File: config.mk
export PLATFORM = sky130hd
export DESIGN_NAME = http_request_header_check
export DESIGN_NICKNAME = d
export VERILOG_FILES = /design/src/design/hrhc_pkg.sv /design/src/design/hrhc_line_scan.sv /design/src/design/http_request_header_check.sv
export SDC_FILE = /design/constraint.sdc
export NUM_CORES = 1
export LEC_CHECK = 0
export ABC_AREA = 1
export BUFFER_PORTS_ARGS = -buffer_cell sky130_fd_sc_hd__buf_2
export CORE_ASPECT_RATIO = 0.8
export CORE_MARGIN = 3
export CORE_UTILIZATION = 40
export DETAILED_ROUTE_END_ITERATION = 7
export PLACE_DENSITY = 0.62
export SETUP_SLACK_MARGIN = 0.05
export SYNTH_ARGS = -nofsm -noshare
export SYNTH_HDL_FRONTEND = slang
export SYNTH_SLANG_ARGS = --single-unit
File: constraint.sdc
create_clock -name i_clk -period 5.6 [get_ports i_clk]
set_input_delay 0.56 -clock i_clk [delete_from_list [all_inputs] [get_ports i_clk]]
set_output_delay 0.56 -clock i_clk [all_outputs]
set_load 0.02 [all_outputs]
File: src/design/hrhc_pkg.sv
`timescale 1ns / 1ps
package hrhc_pkg;

    // Bytes of interest
    localparam logic [7:0] CH_NUL   = 8'h00;
    localparam logic [7:0] CH_TAB   = 8'h09;
    localparam logic [7:0] CH_LF    = 8'h0A;
    localparam logic [7:0] CH_CR    = 8'h0D;
    localparam logic [7:0] CH_SPACE = 8'h20;
    localparam logic [7:0] CH_DOT   = 8'h2E;
    localparam logic [7:0] CH_ZERO  = 8'h30;
    localparam logic [7:0] CH_ONE   = 8'h31;
    localparam logic [7:0] CH_H     = 8'h48;

    localparam logic [3:0] COL_MAX     = 4'd15;
    localparam logic [2:0] WORDS_MAX   = 3'd4;
    localparam logic [2:0] WORDS_REQ   = 3'd3;
    localparam logic [2:0] WORDS_HOST  = 3'd2;
    localparam logic [3:0] GET_LEN     = 4'd4;
    localparam logic [3:0] ROOT_LEN    = 4'd6;
    localparam logic [3:0] HOST_LEN    = 4'd6;

    // Marker tracker: 0..4 chars of "HTTP/" matched, then version digits
    localparam logic [3:0] MK_SLASH    = 4'd5;
    localparam logic [3:0] MK_ONE      = 4'd6;
    localparam logic [3:0] MK_DOT      = 4'd7;
    localparam logic [3:0] MK_DONE     = 4'd8;

    localparam logic [1:0] PH_NONE     = 2'd0;
    localparam logic [1:0] PH_REQ      = 2'd1;
    localparam logic [1:0] PH_HOST     = 2'd2;

    localparam logic [1:0] ST_OK        = 2'd0;
    localparam logic [1:0] ST_BAD_REQ   = 2'd1;
    localparam logic [1:0] ST_NOT_FOUND = 2'd2;

    typedef struct packed {
        logic [1:0] phase;
        logic       bad_path;
        logic [3:0] column;
        logic       get_ok;
        logic       root_ok;
        logic       host_ok;
        logic [2:0] word_total;
        logic       inside_word;
        logic [3:0] marker;
        logic       version_ok;
    } t_state;

    typedef struct packed {
        logic       valid;
        logic [1:0] status;
    } t_scan_res;

    // "GET / " (the first four bytes are also "GET ")
    function automatic logic [7:0] f_root_char(input logic [2:0] idx);
        logic [7:0] c;
        case (idx)
            3'd0:    c = 8'h47; // G
            3'd1:    c = 8'h45; // E
            3'd2:    c = 8'h54; // T
            3'd3:    c = 8'h20;
            3'd4:    c = 8'h2F; // /
            3'd5:    c = 8'h20;
            default: c = 8'h00;
        endcase
        return c;
    endfunction

    // "Host: "
    function automatic logic [7:0] f_host_char(input logic [2:0] idx);
        logic [7:0] c;
        case (idx)
            3'd0:    c = 8'h48; // H
            3'd1:    c = 8'h6F; // o
            3'd2:    c = 8'h73; // s
            3'd3:    c = 8'h74; // t
            3'd4:    c = 8'h3A; // :
            3'd5:    c = 8'h20;
            default: c = 8'h00;
        endcase
        return c;
    endfunction

    // "HTTP/"
    function automatic logic [7:0] f_mark_char(input logic [2:0] idx);
        logic [7:0] c;
        case (idx)
            3'd0:    c = 8'h48; // H
            3'd1:    c = 8'h54; // T
            3'd2:    c = 8'h54; // T
            3'd3:    c = 8'h50; // P
            3'd4:    c = 8'h2F; // /
            default: c = 8'h00;
        endcase
        return c;
    endfunction

    function automatic t_state f_line_clear(input t_state s);
        t_state r;
        r             = s;
        r.column      = '0;
        r.get_ok      = 1'b1;
        r.root_ok     = 1'b1;
        r.host_ok     = 1'b1;
        r.word_total  = '0;
        r.inside_word = 1'b0;
        r.marker      = '0;
        r.version_ok  = 1'b0;
        return r;
    endfunction

    function automatic t_state f_reset_state();
        t_state r;
        r          = '0;
        r          = f_line_clear(r);
        r.phase    = PH_NONE;
        r.bad_path = 1'b0;
        return r;
    endfunction

endpackage

File: src/design/hrhc_line_scan.sv
`timescale 1ns / 1ps
module hrhc_line_scan (
    input  hrhc_pkg::t_state    i_state,
    input  logic [7:0]          i_byte,
    output hrhc_pkg::t_state    o_state,
    output hrhc_pkg::t_scan_res o_res
);
    import hrhc_pkg::*;

    logic   is_lf;
    logic   is_sep;
    logic   hdr_end;
    logic   get_line;
    logic   host_line;
    t_state s;

    assign is_lf   = (i_byte == CH_LF);
    assign is_sep  = (i_byte == CH_SPACE) || (i_byte == CH_TAB) || is_lf ||
                     (i_byte == CH_CR) || (i_byte == CH_NUL);
    assign hdr_end = is_lf && (i_state.column == '0);

    always_comb begin
        s = i_state;

        if (i_state.column < GET_LEN && i_byte != f_root_char(i_state.column[2:0]))
            s.get_ok = 1'b0;
        if (i_state.column < ROOT_LEN && i_byte != f_root_char(i_state.column[2:0]))
            s.root_ok = 1'b0;
        if (i_state.column < HOST_LEN && i_byte != f_host_char(i_state.column[2:0]))
            s.host_ok = 1'b0;

        if (is_sep) begin
            if (i_state.inside_word) begin
                s.inside_word = 1'b0;
                if (i_state.word_total < WORDS_MAX)
                    s.word_total = i_state.word_total + 3'd1;
            end
        end else begin
            s.inside_word = 1'b1;
        end

        // only the first "HTTP/" in a line decides the version
        if (i_state.marker < MK_SLASH) begin
            if (i_byte == f_mark_char(i_state.marker[2:0]))
                s.marker = i_state.marker + 4'd1;
            else
                s.marker = (i_byte == CH_H) ? 4'd1 : 4'd0;
        end else if (i_state.marker == MK_SLASH) begin
            s.marker = (i_byte == CH_ONE) ? MK_ONE : MK_DONE;
        end else if (i_state.marker == MK_ONE) begin
            s.marker = (i_byte == CH_DOT) ? MK_DOT : MK_DONE;
        end else if (i_state.marker == MK_DOT) begin
            s.version_ok = (i_byte == CH_ZERO) || (i_byte == CH_ONE);
            s.marker     = MK_DONE;
        end else begin
            s.marker = MK_DONE;
        end

        if (i_state.column < COL_MAX)
            s.column = i_state.column + 4'd1;

        get_line  = s.get_ok && (s.word_total == WORDS_REQ) && s.version_ok;
        host_line = s.host_ok && (s.word_total == WORDS_HOST);

        if (is_lf) begin
            if (i_state.phase == PH_NONE && get_line) begin
                s.phase    = PH_REQ;
                s.bad_path = !s.root_ok;
            end else if (i_state.phase == PH_REQ && host_line) begin
                s.phase = PH_HOST;
            end
            s = f_line_clear(s);
        end

        o_res.valid = hdr_end;
        if (i_state.phase != PH_HOST)
            o_res.status = ST_BAD_REQ;
        else if (i_state.bad_path)
            o_res.status = ST_NOT_FOUND;
        else
            o_res.status = ST_OK;

        o_state = hdr_end ? f_reset_state() : s;
    end

endmodule

File: src/design/http_request_header_check.sv
`timescale 1ns / 1ps
// Checks an HTTP request header streamed in one byte per item. LF ends a
// line (CR is an ordinary byte) and an empty line ends the header, at which
// point one status item is sent: 0 = 200, 1 = 400 (no valid "GET" request
// line or no Host line after it), 2 = 404 (path is not "/"); the checker
// then starts afresh. Sustained rate is one byte per clock: each byte is
// captured in an input register and the line scanner updates the whole
// parse state from it in a single pass. The status is held in an output
// register, loaded when the blank line's LF leaves the input register;
// input stalls only when a status is ready to be produced while the
// previous one is still waiting to be taken.
module http_request_header_check (
    input  logic       i_clk,
    input  logic       i_rst_n,
    input  logic       i_s_tvalid,
    output logic       o_s_tready,
    input  logic [7:0] i_s_tdata,   // [7:0] data_byte
    output logic       o_m_tvalid,
    input  logic       i_m_tready,
    output logic [7:0] o_m_tdata    // [1:0] status, [7:2] zero
);
    import hrhc_pkg::*;

    logic       r_in_valid;
    logic [7:0] r_in_byte;
    t_state     r_state;
    logic       r_out_valid;
    logic [1:0] r_out_status;

    t_state     n_state;
    t_scan_res  scan_res;
    logic       out_free;
    logic       advance;

    hrhc_line_scan u_scan (
        .i_state (r_state),
        .i_byte  (r_in_byte),
        .o_state (n_state),
        .o_res   (scan_res)
    );

    assign out_free   = !r_out_valid || i_m_tready;
    assign advance    = r_in_valid && (!scan_res.valid || out_free);
    assign o_s_tready = !r_in_valid || advance;
    assign o_m_tvalid = r_out_valid;
    assign o_m_tdata  = {6'd0, r_out_status};

    always_ff @(posedge i_clk) begin
        if (!i_rst_n) begin
            r_in_valid  <= 1'b0;
            r_state     <= f_reset_state();
            r_out_valid <= 1'b0;
        end else begin
            if (o_s_tready)
                r_in_valid <= i_s_tvalid;
            if (advance)
                r_state <= n_state;
            if (advance && scan_res.valid)
                r_out_valid <= 1'b1;
            else if (i_m_tready)
                r_out_valid <= 1'b0;
        end
    end

    always_ff @(posedge i_clk) begin
        if (o_s_tready && i_s_tvalid)
            r_in_byte <= i_s_tdata;
        if (advance && scan_res.valid)
            r_out_status <= scan_res.status;
    end

    // a status never overwrites one still waiting
    a_no_overwrite: assert property (@(posedge i_clk) disable iff (!i_rst_n)
        (r_in_valid && scan_res.valid && r_out_valid && !i_m_tready) |-> !advance)
        else $error("status produced while output register busy");

    // end of header leaves a fresh parse state
    a_end_clears: assert property (@(posedge i_clk) disable iff (!i_rst_n)
        (advance && scan_res.valid) |=>
            (r_state.phase == PH_NONE && r_state.column == 4'd0 && !r_state.bad_path))
        else $error("state not cleared after header end");

    a_state_range: assert property (@(posedge i_clk) disable iff (!i_rst_n)
        (r_state.phase != 2'd3) && (r_state.word_total <= WORDS_MAX) &&
        (r_state.marker <= MK_DONE))
        else $error("parse state out of range");

    a_status_range: assert property (@(posedge i_clk) disable iff (!i_rst_n)
        o_m_tvalid |-> (r_out_status == ST_OK || r_out_status == ST_BAD_REQ ||
                        r_out_status == ST_NOT_FOUND))
        else $error("illegal status code");

endmodule
* After elaboration in Yosys (flattened, before gate mapping)
Index checks and enable logic that the tools add are counted.
** Storage, ports and cells
- Flip-flop bits (word level) :: 31
- Input port bits :: 12
- Output and inout bits :: 10
** Operators by class
- Add/subtract/negate cells :: 3
- Magnitude comparators :: 5
- Eq/ne operators :: 27
- Mux-type cells :: 31
- Reduce and logical (&&, ||, !) cells :: 39
** Operator list (number)
- $pmux W7 S6 :: 1
- $mux W19 :: 2
- $pmux W7 S5 :: 1
- $eq A8 B6 Y1 const B :: 4
- $mux W4 :: 8
- $pmux W7 S4 :: 1
- $eq A8 B4 Y1 const B :: 3
- $eq A3 B2 Y1 const B :: 6
- $ne A8 B7 Y1 :: 2
- $eq A4 B3 Y1 const B :: 3
- $logic_and A1 B1 Y1 :: 12
- $lt A4 B3 Y1 const B :: 3
- $mux W1 :: 12
- $eq A3 B3 Y1 const B :: 3
- $add A4 B1 Y4 const B :: 2
- $eq A8 B7 Y1 const B :: 1
- $eq A8 B8 Y1 :: 1
- $logic_not A8 Y1 :: 1
- $logic_or A1 B1 Y1 :: 8
- $mux W8 :: 1
- $eq A3 B1 Y1 const B :: 2
- $logic_not A3 Y1 :: 2
- $mux W2 :: 3
- $mux W3 :: 2
- 13 further kinds :: 21

* Logic depth before layout (Yosys ltp)
- Depth in word-level cells :: 13
- Mapped depth :: 15
- Depth with buffers taken out :: 15

* Cells and area by module
From an unflattened synthesis, not the netlist that was laid out.
** Second synthesis, totals
- Cell total of the unflattened synthesis :: 403
- Area total of the unflattened synthesis :: 2725.1 um^2
** Modules (own cells, without submodules)
- hrhc_line_scan :: instances 1, cells each 253, area each 1423.9 um^2
- http_request_header_check :: instances 1, cells each 150, area each 1301.2 um^2

* Worst setup path after synthesis
OpenSTA, ideal clock, no wires.
- Path type :: reg-to-reg
- Start :: reg r_state[12] (netlist name)
- End :: reg r_state[16] (netlist name)
- Setup time :: 0.118 ns
- Arrival time :: 1.700 ns
- Data required time :: 5.482 ns
- Setup slack :: 3.782 ns
- Cell stages (with the launch flop) :: 13
- Clock period less this slack :: 1.818 ns
- Cell sequence :: dfxtp_1 inv_1 ha_1 o21ai_2 nand2_1 nand2_1 nand3_1 nor2_1 nand2_1 nand2_1 nand4_2 a22oi_1 nor2_1
** On the way
- Longest elaborated chain between the ends :: 11
- Elaborated cells between the ends (all ways) :: 30
- Those cells by class :: order compare: 2; eq/ne: 6; mux: 6; reduce/logical: 16
** Ends and longest elaborated chain
- from (decl) :: line http_request_header_check.sv:26 : t_state r_state;
- from (signal assigned) :: line http_request_header_check.sv:51 : r_state <= f_reset_state();
- from (signal assigned) :: line http_request_header_check.sv:57 : r_state <= n_state;
- $eq A3 B2 Y1 / $eq A3 B3 Y1 (equally long branches) :: line hrhc_pkg.sv:58 : case (idx)
- $reduce_or A2 Y1 (no line)
- $pmux W7 S5 :: line hrhc_pkg.sv:58
- $ne A8 B7 Y1 :: line hrhc_line_scan.sv:25, hrhc_line_scan.sv:27
- $logic_and A1 B1 Y1 :: line hrhc_line_scan.sv:25 : if (i_state.column < GET_LEN && i_byte != f_root_char(i_state.column[2:0]))
- $mux W1 :: line hrhc_line_scan.sv:25
- $logic_and A1 B1 Y1 (2 in series) :: line hrhc_line_scan.sv:62 : get_line = s.get_ok && (s.word_total == WORDS_REQ) && s.version_ok;
- $logic_and A1 B1 Y1 :: line hrhc_line_scan.sv:66 : if (i_state.phase == PH_NONE && get_line) begin
- $reduce_bool A2 Y1 (no line)
- $reduce_and A3 Y1 (no line)
Parallel ways exist; a longest one is shown, timed or not. The select of a mux whose other input is x is not followed.
A chain may end at the register's enable or synchronous reset.

* Final worst setup path
- Start :: reg r_in_byte[5]
- End :: out o_s_tready
** On the way
- Longest elaborated chain between the ends :: 6
** Ends and longest elaborated chain
- from (decl) :: line http_request_header_check.sv:25 : logic [7:0] r_in_byte;
- from (signal assigned) :: line http_request_header_check.sv:67 : r_in_byte <= i_s_tdata;
- $eq A8 B4 Y1 :: line hrhc_line_scan.sv:17 : assign is_lf = (i_byte == CH_LF);
- $logic_and A1 B1 Y1 :: line hrhc_line_scan.sv:20 : assign hdr_end = is_lf && (i_state.column == '0);
- $logic_not A1 Y1 :: line http_request_header_check.sv:43 : assign advance = r_in_valid && (!scan_res.valid || out_free);
- $logic_or A1 B1 Y1 :: line http_request_header_check.sv:43
- $logic_and A1 B1 Y1 :: line http_request_header_check.sv:43
- $logic_or A1 B1 Y1 :: line http_request_header_check.sv:44 : assign o_s_tready = !r_in_valid || advance;
- to (decl) :: line http_request_header_check.sv:16 : output logic o_s_tready,
No other way between the ends.

==> results.txt <==
The run finished with clean final reports. The tools report the category of the worst setup path capture point as a primary output. Via count: 2150.

In the synthesized netlist the dominant register cell turns out to be dfxtp_1. From bottom edge to top edge, the die measures 73.5 µm. The total power of the final layout came out at 0.552 mW. Worst setup path category: reg2out. The maximum number of buffers from clock root to sink is 2, and the data arrival at the endpoint of the critical path is 1.86 ns. The tools report the die outline area as 6640 µm². In this run, placement finished with an instance count of 423. Compared with the post-synthesis result, the final layout area differs by 9.67%. The area share of xor/xnor cells in the synthesized design was 2.31%; the max-capacitance violation count was 0.

Walking the worst path, the cells encountered are nor2_2 > nand2_1 > nor3_4 > nand3_1 > buf_2. The via count of the first global-routing pass was 1988; the post-synthesis share of cell area spent on and, or, nand and nor gates was 37.7%. The stage delay of the slowest cell on the critical path was 0.51 ns. The worst setup path is launched from a flip-flop. The run gives 0.00699 ns as the setup clock skew after layout. Entering global routing, the biggest net connects 14 pins. Category of cells accounting for the largest share of critical-path delay: simple AND/OR/NAND/NOR gates. The tools report the sum of negative setup slack as 0 ns.

After synthesis, the largest family of logic cells by area is simple AND/OR/NAND/NOR gates. Gates resized during post-CTS repair numbered 0. The number of buffer and inverter instances along the worst setup path was 1. Site row count: 23.

The initial DRC count is 161, and the cell area power density is 221 nW/µm². The area of the core came out at 5240 µm². The max-slew violation count was 0.

Counting flops with an async set or reset pin after synthesis yields a share of 0%. Synthesis instantiated 37 different standard cells from the library. Fill cells in the final layout number 557. The floorplan step set the die width to 90.4 µm. The H-tree level count was 2. The post-synthesis area per instance is 6.72 µm². The worst path meets setup with 3.18 ns of slack.

Global routing finished with a remaining overflow of 0. The post-synthesis compound-gate area fraction is 10.2%. The peak clock frequency supported by timing is 413 MHz, and the number of setup violations in the final report is 0. The number of hold violations in the final report is 0. The logs give 5.04 ns for the required time at the worst-slack endpoint and 0 for the Yosys warning count. Of all nets on the critical path, the largest fanout is 7. In the finished design, the share of the clock period the worst path needs comes to 43.2%. The synthesized design contains 31 register bits. For this run, the total global-route usage over all layers was measured as 16.8%. The tools report the hold slack as 0.437 ns.

Summing every instance area after synthesis gives 2280 µm². The tools report the count of inserted antenna diode cells as 0. After clock tree synthesis, the clock-pin slew on the worst setup and hold paths is 0.07 ns. The run gives 431 as the final cell count without fillers. On the critical path, the stage with the largest delay is an instance of edfxtp_1. Timing analysis after detailed placement gives a worst setup slack of 3.32 ns. In the final routed layout, each cell accounts on average for 12.3 µm. TritonCTS built the clock tree.

The count of buffers added on input and output ports is 15. The fraction of layout instances using a drive strength above 1 came out at 13.5%. After the last flow step, the layout net total stands at 378. Clock tree synthesis selected as its root buffer the cell clkbuf_8. For this design the static power due to leakage is 1.22 nW. The number of buffers inserted to repair setup after CTS was 0. The number of ports placed on the die boundary is 22. Setup repair after global routing left no endpoint under its margin. The run gives 0 as the DRC violation count after routing. Counting the buffers created by CTS gives 5.

First-pass GRT wire length: 9.12 mm. The path class of the tightest hold or removal check is in2reg. Dividing the detail-routed via count by the number of cells gives 4.99.

The tools report the number of antenna violations at the first check in global routing as 0. The final RePlAce weighted congestion is 0.866, and the total iterations of the first detailed-routing run is 4. Wires add up to 5.31 mm.

The number of hold buffers added after CTS was 0. The post-synthesis share of cell area spent on full adders, half adders and majority gates works out to 6.04%. Once the floorplan was initialized, standard cells occupied 43.5% of the core. Clock tree synthesis found a total of 31 sinks. The sequential cell area fraction in the yosys report was 31.6%; the final period demand of the worst path was 2.42 ns. Detailed placement ended at an HPWL of 4.16 mm. The portion of netlist area occupied by mux cells came out at 0%. The number of flops mapped to enable cells by yosys was 10.

The cell count after synthesis came out at 339. The peak supply drop was 117 µV. The run gives 0 as the post-detailed-route count of antenna-violating nets. The later pin in the worst-skew pair is clocked with a latency of 0.30 ns.
worst paths after layout:
check | cells after the start | slack, ns | endpoint | startpoint
setup reg to reg | 11 | 3.33 | r_state[14]$_SDFFE_PN0P_ | r_state[12]$_SDFFE_PN0P_
hold reg to reg | 2 | 0.46 | r_state[0]$_SDFFE_PN0P_ | r_state[0]$_SDFFE_PN0P_
hold / removal | 1 | 0.44 | r_in_byte[4]$_DFFE_PP_ | i_s_tdata[4]
setup / recovery | 5 | 3.18 | o_s_tready | r_in_byte[5]$_DFFE_PP_
placed cells by master (no fill, tap or decap), types with 5 or more instances in the layout:
cell type / count
a21oi_1: 18
o21ai_0: 18
nand2_1: 87
nand3_1: 34
nor2_1: 34
ha_1: 11
xor2_1: 5
inv_1: 44
dfxtp_1: 21
clkbuf_8: 5
nand4_1: 12
nand2_2: 6
buf_2: 15
conb_1: 6
edfxtp_1: 10
layout make-up:
| cell class | instances | area [µm²] | area share, % |
|---|---|---|---|
| clock buffers | 5 | 68.8 | 2.76 |
| clock inverters | 3 | 43.8 | 1.75 |
| inverters | 50 | 191 | 7.67 |
| multi-input cells | 252 | 1300 | 52.2 |
| flip-flops and latches | 31 | 721 | 28.9 |
| well taps | 75 | 93.8 | 3.76 |
| repair buffers | 15 | 75.1 | 3.01 |
layer usage:
metal | share of wire [%] | global-route usage, % | wire length, µm | vias up
met5 | 0 | 0 | 0 | -
met4 | 1.1 | 4.75 | 58 | 0
met3 | 5.0 | 3.38 | 264 | 10
met2 | 40 | 25.0 | 2120 | 43
met1 | 54 | 24.7 | 2860 | 980
li1 | - | - | - | 1117
sequential cells by signal, indices dropped and copies added, names as in the netlist:
| signal | count |
|---|---|
| r_state | 19 |
| r_in_byte | 8 |
| r_out_status | 2 |
| o_m_tvalid | 1 |
| r_in_valid | 1 |
power breakdown:
group	total (mW)	switching, mW	leakage [nW]	internal [mW]
Combinational	0.0678	0.0448	0.888	0.0230
Clock	0.231	0.0989	0.0581	0.133
Sequential	0.253	0.0122	0.269	0.240
stage by stage:
stage	instance area, µm²	utilization (%)
4_1_cts	2500	47.7
6_report	2500	47.7
2_1_floorplan	2300	-
3_5_place_dp	2380	45.5
3_3_place_gp	2380	45.5
5_1_grt	2500	47.7
cell families after synthesis:
group,Yosys count
simple gates,187
buf+inv,61
compound gates,42
flops,31
fa+ha+maj,11
xor+xnor,6
other cells,1
synth_stat cells, types with 2 or more instances:
master    instances  area [µm²]
nand2_1          87         327
inv_1            44         165
nand3_1          34         170
nor2_1           34         128
dfxtp_1          21         420
a21oi_1          18        90.1
o21ai_0          18        90.1
nand4_1          12        75.1
ha_1             11         138
edfxtp_1         10         300
buf_4             8        60.1
nand2_2           6        37.5
xor2_1            5        43.8
inv_2             4        15.0
nand3_2           3        30.0
nor2_2            2        12.5
nor3_1            2        10.0
(Power assumes the default switching activity.)
